===== src/hdl/bmpdec_pkg.sv =====
// Shared types and constants for the BMP stream decoder.
`default_nettype none

package bmpdec_pkg;

  // Size limit default and fixed header geometry
  localparam int MAX_DIM_DEF  = 2048;
  localparam int HEADER_BYTES = 54;

  // Byte offsets of the header fields that are decoded
  localparam int OFS_PIXOFF = 10;
  localparam int OFS_WIDTH  = 18;
  localparam int OFS_HEIGHT = 22;
  localparam int OFS_BPP    = 28;
  localparam int OFS_COMP   = 30;

  // File signature
  localparam logic [7:0] SIG_B = 8'h42;
  localparam logic [7:0] SIG_M = 8'h4D;

  // Supported depths
  localparam logic [15:0] BPP_24 = 16'd24;
  localparam logic [15:0] BPP_32 = 16'd32;

  localparam logic [7:0] ALPHA_OPAQUE = 8'hFF;

  typedef enum logic [1:0] {
    PH_HEADER,
    PH_SKIP,
    PH_PIXELS,
    PH_TAIL
  } phase_t;

  typedef enum logic [1:0] {
    KIND_HEADER,
    KIND_PIXEL,
    KIND_STATUS
  } kind_t;

  typedef enum logic [3:0] {
    ST_OK,
    ST_SHORT,
    ST_SIGNATURE,
    ST_OFFSET,
    ST_SIZE,
    ST_DEPTH,
    ST_COMPRESSED,
    ST_OFFSET_LOW,
    ST_TRUNCATED
  } stat_t;

  // One result item
  typedef struct packed {
    kind_t       kind;
    logic [31:0] argb;
    logic [10:0] pixel_x;
    logic [10:0] pixel_y;
    logic [11:0] image_width;
    logic [11:0] image_height;
    logic        alpha_present;
    stat_t       status;
    logic        done_res;
  } res_t;

endpackage

`default_nettype wire


===== src/hdl/bmpdec_out_fifo.sv =====
// Four-entry result queue that takes up to two result items per cycle.
`default_nettype none

module bmpdec_out_fifo (
  input  logic              clk,
  input  logic              rst_n,
  input  logic              push_a,
  input  bmpdec_pkg::res_t  res_a,
  input  logic              push_b,
  input  bmpdec_pkg::res_t  res_b,
  output logic              room,
  output logic              out_valid,
  input  logic              out_stall,
  output bmpdec_pkg::res_t  out_res
);
  import bmpdec_pkg::*;

  localparam int DEPTH = 4;
  localparam int PTR_W = $clog2(DEPTH);
  localparam int CNT_W = $clog2(DEPTH + 1);

  res_t             mem_r [DEPTH];
  logic [PTR_W-1:0] head_r, head_nxt;
  logic [PTR_W-1:0] tail_r, tail_nxt;
  logic [CNT_W-1:0] cnt_r, cnt_nxt;
  logic             pop;
  logic [PTR_W-1:0] tail_p1;

  // Room for two items, so a producer may always push a pair
  assign room      = cnt_r <= CNT_W'(DEPTH - 2);
  assign out_valid = cnt_r != '0;
  assign out_res   = mem_r[head_r];
  assign pop       = out_valid && !out_stall;
  assign tail_p1   = tail_r + PTR_W'(1);

  // Pointer and count update
  always_comb begin
    head_nxt = pop ? head_r + PTR_W'(1) : head_r;
    tail_nxt = tail_r + PTR_W'(push_a) + PTR_W'(push_b);
    cnt_nxt  = cnt_r + CNT_W'(push_a) + CNT_W'(push_b) - CNT_W'(pop);
  end

  always_ff @(posedge clk) begin
    if (!rst_n) begin
      head_r <= '0;
      tail_r <= '0;
      cnt_r  <= '0;
    end else begin
      head_r <= head_nxt;
      tail_r <= tail_nxt;
      cnt_r  <= cnt_nxt;
    end
  end

  // Storage: the first item goes to the tail, a second one right after it
  always_ff @(posedge clk) begin
    if (push_a) begin
      mem_r[tail_r] <= res_a;
    end
    if (push_a && push_b) begin
      mem_r[tail_p1] <= res_b;
    end
  end

endmodule

`default_nettype wire


===== src/hdl/bmpdec_core.sv =====
// Header parser, pixel assembler and status logic, one byte per cycle while fire is high.
`default_nettype none

module bmpdec_core #(
  parameter int MAX_DIM = bmpdec_pkg::MAX_DIM_DEF
) (
  input  logic              clk,
  input  logic              rst_n,
  input  logic              fire,
  input  logic [7:0]        data_byte,
  input  logic              last_byte,
  input  logic              header_only,
  output bmpdec_pkg::res_t  res_a,
  output logic              res_a_vld,
  output bmpdec_pkg::res_t  res_b,
  output logic              res_b_vld
);
  import bmpdec_pkg::*;

  localparam int DIM_W = $clog2(MAX_DIM + 1);
  localparam int RB_W  = $clog2(4 * MAX_DIM + 1);

  // Stream state
  logic [31:0]      pos_r, pos_nxt;
  logic [31:0]      poff_r, poff_nxt;
  logic [31:0]      rw_r, rw_nxt;
  logic [31:0]      rh_r, rh_nxt;
  logic [15:0]      bpp_r, bpp_nxt;
  logic [15:0]      comp_r, comp_nxt;
  phase_t           phase_r, phase_nxt, phase_upd;
  logic [DIM_W-1:0] col_r, col_nxt;
  logic [DIM_W-1:0] row_r, row_nxt;
  logic [RB_W-1:0]  rbc_r, rbc_nxt;
  logic [1:0]       bip_r, bip_nxt;
  logic [23:0]      hold_r, hold_nxt;
  stat_t            err_r, err_nxt, err_upd;

  // Image geometry latched at the end of the header
  logic [DIM_W-1:0] ah_r, ah_nxt;
  logic             neg_r, neg_nxt;
  logic             a32_r, a32_nxt;
  logic [RB_W-1:0]  dbytes_r, dbytes_nxt;
  logic [RB_W-1:0]  padded_r, padded_nxt;

  // Decode terms
  logic [31:0]      ah_full;
  stat_t            hdr_stat;
  logic [DIM_W-1:0] w_trim;
  logic [RB_W-1:0]  dbytes_calc;
  logic [RB_W-1:0]  padded_calc;
  logic             hdr_end;
  logic             eff_pix;
  logic             in_data;
  logic             bip_last;
  logic             emit_pix;
  logic [RB_W-1:0]  rbc_inc;
  logic             row_end;
  logic             rows_done;
  logic [DIM_W-1:0] pix_y;
  logic [31:0]      argb;
  stat_t            fin_stat;
  res_t             prim_res;
  res_t             stat_res;

  // Header checks, from fields that are complete by the last header byte
  always_comb begin
    ah_full = rh_r[31] ? (32'd0 - rh_r) : rh_r;
    hdr_stat = err_r;
    if (err_r == ST_OK) begin
      if (rw_r == '0 || rw_r > 32'(MAX_DIM) || ah_full > 32'(MAX_DIM)) begin
        hdr_stat = ST_SIZE;
      end else if (bpp_r != BPP_24 && bpp_r != BPP_32) begin
        hdr_stat = ST_DEPTH;
      end else if (comp_r != '0) begin
        hdr_stat = ST_COMPRESSED;
      end else if (poff_r < 32'(HEADER_BYTES)) begin
        hdr_stat = ST_OFFSET_LOW;
      end
    end
    // Row geometry: bytes of pixel data and the padded row length
    w_trim      = rw_r[DIM_W-1:0];
    dbytes_calc = (bpp_r == BPP_32) ? RB_W'({w_trim, 2'b00})
                                    : RB_W'(w_trim) + RB_W'({w_trim, 1'b0});
    padded_calc = (dbytes_calc + RB_W'(3)) & ~RB_W'(3);
  end

  // Pixel-phase terms
  always_comb begin
    hdr_end   = (phase_r == PH_HEADER) && (pos_r == 32'(HEADER_BYTES - 1));
    eff_pix   = (phase_r == PH_PIXELS) || (phase_r == PH_SKIP && pos_r >= poff_r);
    in_data   = rbc_r < dbytes_r;
    bip_last  = bip_r == (a32_r ? 2'd3 : 2'd2);
    emit_pix  = eff_pix && in_data && bip_last;
    rbc_inc   = rbc_r + RB_W'(1);
    row_end   = rbc_inc >= padded_r;
    rows_done = ({1'b0, row_r} + (DIM_W + 1)'(1)) >= {1'b0, ah_r};
    pix_y     = neg_r ? row_r : (ah_r - DIM_W'(1) - row_r);
    argb      = a32_r ? {data_byte, hold_r}
                      : {ALPHA_OPAQUE, data_byte, hold_r[15:0]};
  end

  // Next state
  always_comb begin
    pos_nxt    = pos_r;
    poff_nxt   = poff_r;
    rw_nxt     = rw_r;
    rh_nxt     = rh_r;
    bpp_nxt    = bpp_r;
    comp_nxt   = comp_r;
    col_nxt    = col_r;
    row_nxt    = row_r;
    rbc_nxt    = rbc_r;
    bip_nxt    = bip_r;
    hold_nxt   = hold_r;
    ah_nxt     = ah_r;
    neg_nxt    = neg_r;
    a32_nxt    = a32_r;
    dbytes_nxt = dbytes_r;
    padded_nxt = padded_r;
    phase_upd  = phase_r;
    err_upd    = err_r;

    if (fire) begin
      pos_nxt = (pos_r == '1) ? pos_r : pos_r + 32'd1;

      if (phase_r == PH_HEADER) begin
        // Signature and field capture
        if ((pos_r == 32'd0 && data_byte != SIG_B) ||
            (pos_r == 32'd1 && data_byte != SIG_M)) begin
          err_upd = ST_SIGNATURE;
        end
        for (int k = 0; k < 4; k++) begin
          if (pos_r == 32'(OFS_PIXOFF + k)) poff_nxt[8*k +: 8] = data_byte;
          if (pos_r == 32'(OFS_WIDTH + k))  rw_nxt[8*k +: 8]   = data_byte;
          if (pos_r == 32'(OFS_HEIGHT + k)) rh_nxt[8*k +: 8]   = data_byte;
        end
        for (int k = 0; k < 2; k++) begin
          if (pos_r == 32'(OFS_BPP + k))  bpp_nxt[8*k +: 8]  = data_byte;
          if (pos_r == 32'(OFS_COMP + k)) comp_nxt[8*k +: 8] = data_byte;
        end
        // End of header: verdict and row geometry
        if (hdr_end) begin
          err_upd    = hdr_stat;
          ah_nxt     = DIM_W'(ah_full);
          neg_nxt    = rh_r[31];
          a32_nxt    = bpp_r == BPP_32;
          dbytes_nxt = dbytes_calc;
          padded_nxt = padded_calc;
          if (hdr_stat != ST_OK || header_only || ah_full == '0) begin
            phase_upd = PH_TAIL;
          end else begin
            phase_upd = PH_SKIP;
          end
        end
      end else if (eff_pix) begin
        // Pixel bytes, then padding, row by row
        phase_upd = PH_PIXELS;
        if (in_data) begin
          if (bip_last) begin
            col_nxt = col_r + DIM_W'(1);
            bip_nxt = '0;
          end else begin
            hold_nxt[8*bip_r +: 8] = data_byte;
            bip_nxt = bip_r + 2'd1;
          end
        end
        rbc_nxt = rbc_inc;
        if (row_end) begin
          rbc_nxt = '0;
          col_nxt = '0;
          bip_nxt = '0;
          if (rows_done) begin
            phase_upd = PH_TAIL;
          end else begin
            row_nxt = row_r + DIM_W'(1);
          end
        end
      end
    end

    phase_nxt = phase_upd;
    err_nxt   = err_upd;

    // End of file: back to the start for the next one
    if (fire && last_byte) begin
      pos_nxt   = '0;
      phase_nxt = PH_HEADER;
      err_nxt   = ST_OK;
      col_nxt   = '0;
      row_nxt   = '0;
      rbc_nxt   = '0;
      bip_nxt   = '0;
    end
  end

  // Result items
  always_comb begin
    if (pos_r < 32'(HEADER_BYTES - 1)) begin
      fin_stat = ST_SHORT;
    end else if (err_upd == ST_SIGNATURE) begin
      fin_stat = ST_SIGNATURE;
    end else if ({1'b0, poff_r} > ({1'b0, pos_r} + 33'd1)) begin
      fin_stat = ST_OFFSET;
    end else if (err_upd != ST_OK) begin
      fin_stat = err_upd;
    end else if (phase_upd != PH_TAIL) begin
      fin_stat = ST_TRUNCATED;
    end else begin
      fin_stat = ST_OK;
    end

    stat_res          = '0;
    stat_res.kind     = KIND_STATUS;
    stat_res.status   = fin_stat;
    stat_res.done_res = 1'b1;

    prim_res = '0;
    if (hdr_end) begin
      prim_res.kind   = KIND_HEADER;
      prim_res.status = hdr_stat;
      if (hdr_stat == ST_OK) begin
        prim_res.image_width   = 12'(rw_r);
        prim_res.image_height  = 12'(ah_full);
        prim_res.alpha_present = bpp_r == BPP_32;
      end
    end else begin
      prim_res.kind    = KIND_PIXEL;
      prim_res.argb    = argb;
      prim_res.pixel_x = 11'(col_r);
      prim_res.pixel_y = 11'(pix_y);
    end

    // Status goes second when it shares the byte with another result
    res_a_vld = fire && (hdr_end || emit_pix || last_byte);
    res_a     = (hdr_end || emit_pix) ? prim_res : stat_res;
    res_b_vld = fire && (hdr_end || emit_pix) && last_byte;
    res_b     = stat_res;
  end

  always_ff @(posedge clk) begin
    if (!rst_n) begin
      pos_r   <= '0;
      phase_r <= PH_HEADER;
      err_r   <= ST_OK;
      col_r   <= '0;
      row_r   <= '0;
      rbc_r   <= '0;
      bip_r   <= '0;
    end else begin
      pos_r   <= pos_nxt;
      phase_r <= phase_nxt;
      err_r   <= err_nxt;
      col_r   <= col_nxt;
      row_r   <= row_nxt;
      rbc_r   <= rbc_nxt;
      bip_r   <= bip_nxt;
    end
  end

  // Header fields and geometry
  always_ff @(posedge clk) begin
    poff_r   <= poff_nxt;
    rw_r     <= rw_nxt;
    rh_r     <= rh_nxt;
    bpp_r    <= bpp_nxt;
    comp_r   <= comp_nxt;
    hold_r   <= hold_nxt;
    ah_r     <= ah_nxt;
    neg_r    <= neg_nxt;
    a32_r    <= a32_nxt;
    dbytes_r <= dbytes_nxt;
    padded_r <= padded_nxt;
  end

endmodule

`default_nettype wire


===== src/hdl/bmp_stream_decoder.sv =====
// Top level of the BMP stream decoder: input register, decoder core, result queue.
`default_nettype none

// Decodes an uncompressed 24- or 32-bit BMP file arriving one byte per item.
// A byte is taken every cycle unless in_stall is high; a byte passes an input
// register, is decoded combinationally and its results enter a four-entry
// queue. The header result comes with the last header byte, one pixel result
// with the last byte of each pixel, and the final status with the byte flagged
// last. Only the final byte can carry two results (pixel or header plus
// status); the queue absorbs that, and the output port sets the sustained rate
// of one result per cycle while out_stall is low. The header_only register is
// sampled at the last header byte and should be written between files.
module bmp_stream_decoder #(
  parameter int MAX_DIM = bmpdec_pkg::MAX_DIM_DEF
) (
  input  logic        clk,
  input  logic        rst_n,
  input  logic        cfg_wr_en,
  input  logic        cfg_wr_data,
  input  logic        in_valid,
  output logic        in_stall,
  input  logic [7:0]  in_data_byte,
  input  logic        in_last_byte,
  output logic        out_valid,
  input  logic        out_stall,
  output logic [1:0]  out_kind,
  output logic [31:0] out_argb,
  output logic [10:0] out_pixel_x,
  output logic [10:0] out_pixel_y,
  output logic [11:0] out_image_width,
  output logic [11:0] out_image_height,
  output logic        out_alpha_present,
  output logic [3:0]  out_status,
  output logic        out_done_res
);
  import bmpdec_pkg::*;

  logic       hdr_only_r;
  logic       in_vld_r, in_vld_nxt;
  logic [7:0] in_data_r;
  logic       in_last_r;
  logic       room;
  logic       fire;
  logic       accept;
  res_t       res_a, res_b, out_res;
  logic       res_a_vld, res_b_vld;

  // Configuration register
  always_ff @(posedge clk) begin
    if (!rst_n) begin
      hdr_only_r <= 1'b0;
    end else if (cfg_wr_en) begin
      hdr_only_r <= cfg_wr_data;
    end
  end

  // Input register: holds an item until the queue has room for its results
  assign fire     = in_vld_r && room;
  assign in_stall = in_vld_r && !room;
  assign accept   = in_valid && !in_stall;

  always_comb begin
    in_vld_nxt = in_vld_r;
    if (accept) begin
      in_vld_nxt = 1'b1;
    end else if (fire) begin
      in_vld_nxt = 1'b0;
    end
  end

  always_ff @(posedge clk) begin
    if (!rst_n) begin
      in_vld_r <= 1'b0;
    end else begin
      in_vld_r <= in_vld_nxt;
    end
  end

  always_ff @(posedge clk) begin
    if (accept) begin
      in_data_r <= in_data_byte;
      in_last_r <= in_last_byte;
    end
  end

  bmpdec_core #(
    .MAX_DIM (MAX_DIM)
  ) u_core (
    .clk         (clk),
    .rst_n       (rst_n),
    .fire        (fire),
    .data_byte   (in_data_r),
    .last_byte   (in_last_r),
    .header_only (hdr_only_r),
    .res_a       (res_a),
    .res_a_vld   (res_a_vld),
    .res_b       (res_b),
    .res_b_vld   (res_b_vld)
  );

  bmpdec_out_fifo u_fifo (
    .clk       (clk),
    .rst_n     (rst_n),
    .push_a    (res_a_vld),
    .res_a     (res_a),
    .push_b    (res_b_vld),
    .res_b     (res_b),
    .room      (room),
    .out_valid (out_valid),
    .out_stall (out_stall),
    .out_res   (out_res)
  );

  // Result fields
  assign out_kind          = out_res.kind;
  assign out_argb          = out_res.argb;
  assign out_pixel_x       = out_res.pixel_x;
  assign out_pixel_y       = out_res.pixel_y;
  assign out_image_width   = out_res.image_width;
  assign out_image_height  = out_res.image_height;
  assign out_alpha_present = out_res.alpha_present;
  assign out_status        = out_res.status;
  assign out_done_res      = out_res.done_res;

endmodule

`default_nettype wire


===== config.mk =====
export PLATFORM = sky130hd
export DESIGN_NAME = bmp_stream_decoder
export DESIGN_NICKNAME = d
export VERILOG_FILES = /design/src/hdl/bmpdec_pkg.sv /design/src/hdl/bmpdec_out_fifo.sv /design/src/hdl/bmpdec_core.sv /design/src/hdl/bmp_stream_decoder.sv
export SDC_FILE = /design/constraint.sdc
export NUM_CORES = 1
export LEC_CHECK = 0
export BUFFER_PORTS_ARGS = -buffer_cell sky130_fd_sc_hd__buf_2
export CAP_MARGIN = 20
export CORE_ASPECT_RATIO = 0.8
export CORE_MARGIN = 4
export CORE_UTILIZATION = 40
export CTS_CLUSTER_SIZE = 8
export DETAILED_ROUTE_END_ITERATION = 8
export PLACE_DENSITY_LB_ADDON = 0.15
export SYNTH_ARGS = -nofsm -noshare
export SYNTH_HDL_FRONTEND = slang
export SYNTH_SLANG_ARGS = --single-unit

===== constraint.sdc =====
create_clock -name clk -period 8.8 [get_ports clk]
set_clock_uncertainty 0.2 [all_clocks]
set_input_delay 0.44 -clock clk [delete_from_list [all_inputs] [get_ports clk]]
set_output_delay 0.44 -clock clk [all_outputs]
set_load 0.1 [all_outputs]

==> flow_summary.yaml <==
sta:
  tightest_slew_ns: 1.12
  timing.setup.tns_ns: 0
  report.final.hold_viol_count: 0
  slew_headroom_pct: 25.5
  finalSetupViolCount: 0
  setup_slack_ns: 2.98
  slew_violations: 0
  final.period_utilization_pct: 66.1
  fmaxAchievable_mhz: 172
  min_period_ns: 5.82
  rsz0062_at_grt: "no"
synth:
  synth_seq_cells: 629
  synth_top_area_share_pct: 27.2
  ys_top_cells_by_count: "nand2_1, dfxtp_1, a21oi_1"
  synth.distinct_cells: 77
  yosysWarnings: 0
  syn_area_um2: 30400
  yosysMostFrequentCell: "nand2_1"
  synth_area_leaders: "dfxtp_1, edfxtp_1, mux4_2, ha_1, a21oi_1"
  synth_cells: 3114
  syn_avg_cell_area_um2: 9.75
  synth_ff_type: "dfxtp_1"
  yosysSeqAreaShare_pct: 48.6
  synth_nets: 3279
  synthArstFlopShare_pct: 0
  synth-edff-count: 217
  netlist.top_cell.by_area: "dfxtp_1"
route:
  viasPerCell: 5.59
  vias: 23800
  wl_per_cell_um: 21.0
  drtIter0Drc: 1795
  firstDrtPassIters: 8
  antenna_left: 0
  wirelength_um: 89700
  drc: 0
final_layout:
  multi_input_area_um2: 14500
  finalNonFillerCells: 4267
  seqCellArea_um2: 14800
  area_growth_pct: 14.1
  nFillCells: 7011
  drive_gt1_share_pct: 12.3
  fin_nets: 3369
  finalInstanceArea_um2: 34600
critical_path:
  path_max_fanout: 7
  critPathRequiredTime_ns: 8.92
  r2r-end: "u_fifo.mem_r[2][4]"
  timing.rr.start: "u_core.pos_r[1]"
  critPathCapture: "u_fifo.mem_r[2][4]"
  reg2regPathDepth: 19
  critPathLaunchType: "flip-flop"
  worstPathArrival_ns: 5.94
  r2r_slack_ns: 2.98
  crit_type: "flip-flop to flip-flop"
  critPathCaptureType: "flip-flop"
  startpoint: "u_core.pos_r[1]"
clock_tree:
  cts-buffers-inserted: 88
  cts_tree: "done"
  htreeDepth: 3
  cts.repair.resized: 0
  clockBufferDepth: 3
  path_clk_slew_ns: 0.06
  clkLatencyLatePin_ns: 0.63
  cts.sink_count: 629
  clock-root-buffer: "clkbuf_16"
place:
  preCtsSetupSlack_ns: 2.98
  dpl.hpwl_um: 56800
  dpl_cell_area_um2: 32000
  dp_cells: 4109
  gp_congestion: 0.908
  io_buffers: 102
global_route:
  grt_antenna_before_repair: 2
  grt_usage_pct: 21.8
  grt_remaining_overflow: 0
  grt_max_degree: 81
  grt_pass1_vias: 23400
  grt_pass1_wl_um: 137000
power:
  max-vdd-ir-drop_mv: 0.384
  power_density_nw_per_um2: 200
  p_leak_nw: 12.8
floorplanning:
  placementRows: 90
  die-height_um: 254
  start_util_pct: 40.3
  coreArea_um2: 75300
  die-width_um: 316
  dieArea_um2: 80400
  ios: 103
worst_hold_path:
  hold_path_class: "input pin to flip-flop"
job:
  maxCapViolations: 0
status:
  outcome: "finished clean"
[cells by family (layout without fill, tap and decap cells)]
logic type                 after synthesis  count (layout)  synth area share (%)
other                                    0               2                     0
buffers and inverters                  316             455                  4.04
adders and majority gates              151             151                  6.34
xor gates and xnor gates               142             142                  4.10
and+or+nand+nor                       1154            1154                  17.5
muxes                                  107             107                  7.04
AOI/OAI and AO/OA                      615             615                  12.4
DFF                                    629             629                  48.6
[metal layers]
metal  global-route usage (%)  vias to the layer above  wire length [um]
li1                         -                    11200                 -
met1                     32.1                    11700             42600
met2                     33.6                      816             39800
met3                     3.74                      123              5800
met4                     5.23                        0              1570
met5                        0                        -                 0
[metrics by stage]
step / hold slack, ns / total power [W] / util (%)
3_3_place_gp: 0.231 / 0.00385 / 42.4
6_report: 0.131 / 0.00694 / 46.0
4_1_cts: 0.0848 / 0.00702 / 46.0
2_1_floorplan: 0.218 / 0.00363 / -
3_5_place_dp: 0.235 / 0.00385 / 42.5
5_1_grt: 0.132 / 0.00717 / 46.0
[where the power goes]
group          total [W]  leakage (nW)  internal [W]  switching [W]
sequential       0.00312          5.23       0.00304      0.0000746
combinational   0.000677          6.38      0.000202       0.000475
clock            0.00315          1.20       0.00190        0.00125
[cell type report]
cell class	instances	area share, %
diodes	2	0.0144
clock buffers	136	7.12
clock inverters	3	0.0831
inverters	145	1.57
multi-input cells	2169	41.8
flip-flops and latches	629	42.6
well taps	1012	3.66
repair buffers	171	3.08
[state kept, by name (all words and copies together), names as in the netlist, 12 cells and up, named ones only]
register	flops
u_core.dbytes_r	14
u_core.poff_r	32
u_core.pos_r	32
u_core.rh_r	32
u_core.bpp_r	16
u_fifo.mem_r	340
u_core.comp_r	16
u_core.padded_r	12
u_core.row_r	12
u_core.hold_r	24
u_core.rw_r	32
u_core.rbc_r	14
u_core.ah_r	12
[layout by cell type, fill, tap and decap left out, types with 46 or more instances in the layout]
master     instances
nand3_1           84
and2_1            46
xnor2_1           81
o21ai_0           72
xor2_1            61
mux4_2            85
nor2_1           321
buf_4             51
buf_2            104
nand2_1          420
clkbuf_16         92
ha_1             145
inv_1            144
dfxtp_1          410
a21oi_1          333
edfxtp_1         217
[critical path, stage by stage (launching register included)]
cell,delay (ns)
dfxtp_1,0.47
ha_1,0.31
nand3_1,0.23
nor3_1,0.76
and3_1,0.31
nand4_1,0.19
nor2_1,0.26
and3_1,0.23
xnor2_1,0.08
ha_1,0.30
nand2_1,0.07
o21ai_0,0.31
o21bai_1,0.12
a2111oi_0,0.28
nor2_1,0.10
a311oi_1,0.56
nand2b_1,0.22
nor3_1,0.07
a21oi_1,0.30
o22ai_1,0.14
[worst min-delay path by stage]
stage	from	to	slack, ns	cells after the start
2_1_floorplan	u_fifo.mem_r[2][0]	u_fifo.mem_r[2][0]	0.22	2
4_1_cts	out_stall	flip-flop	0.08	4
6_report	out_stall	u_fifo.head_r[0]	0.13	4
5_1_grt	out_stall	u_fifo.head_r[0]	0.13	4
3_3_place_gp	u_fifo.mem_r[0][0]	u_fifo.mem_r[0][0]	0.23	2
3_5_place_dp	u_fifo.mem_r[1][0]	u_fifo.mem_r[1][0]	0.24	2
[what timing repair did]
item                       4_1_cts  5_1_grt
buffers inserted                 0        0
hold endpoints to repair        20        0
setup endpoints to repair        0        0
hold buffers                    15        0
(Power assumes the default switching activity.)
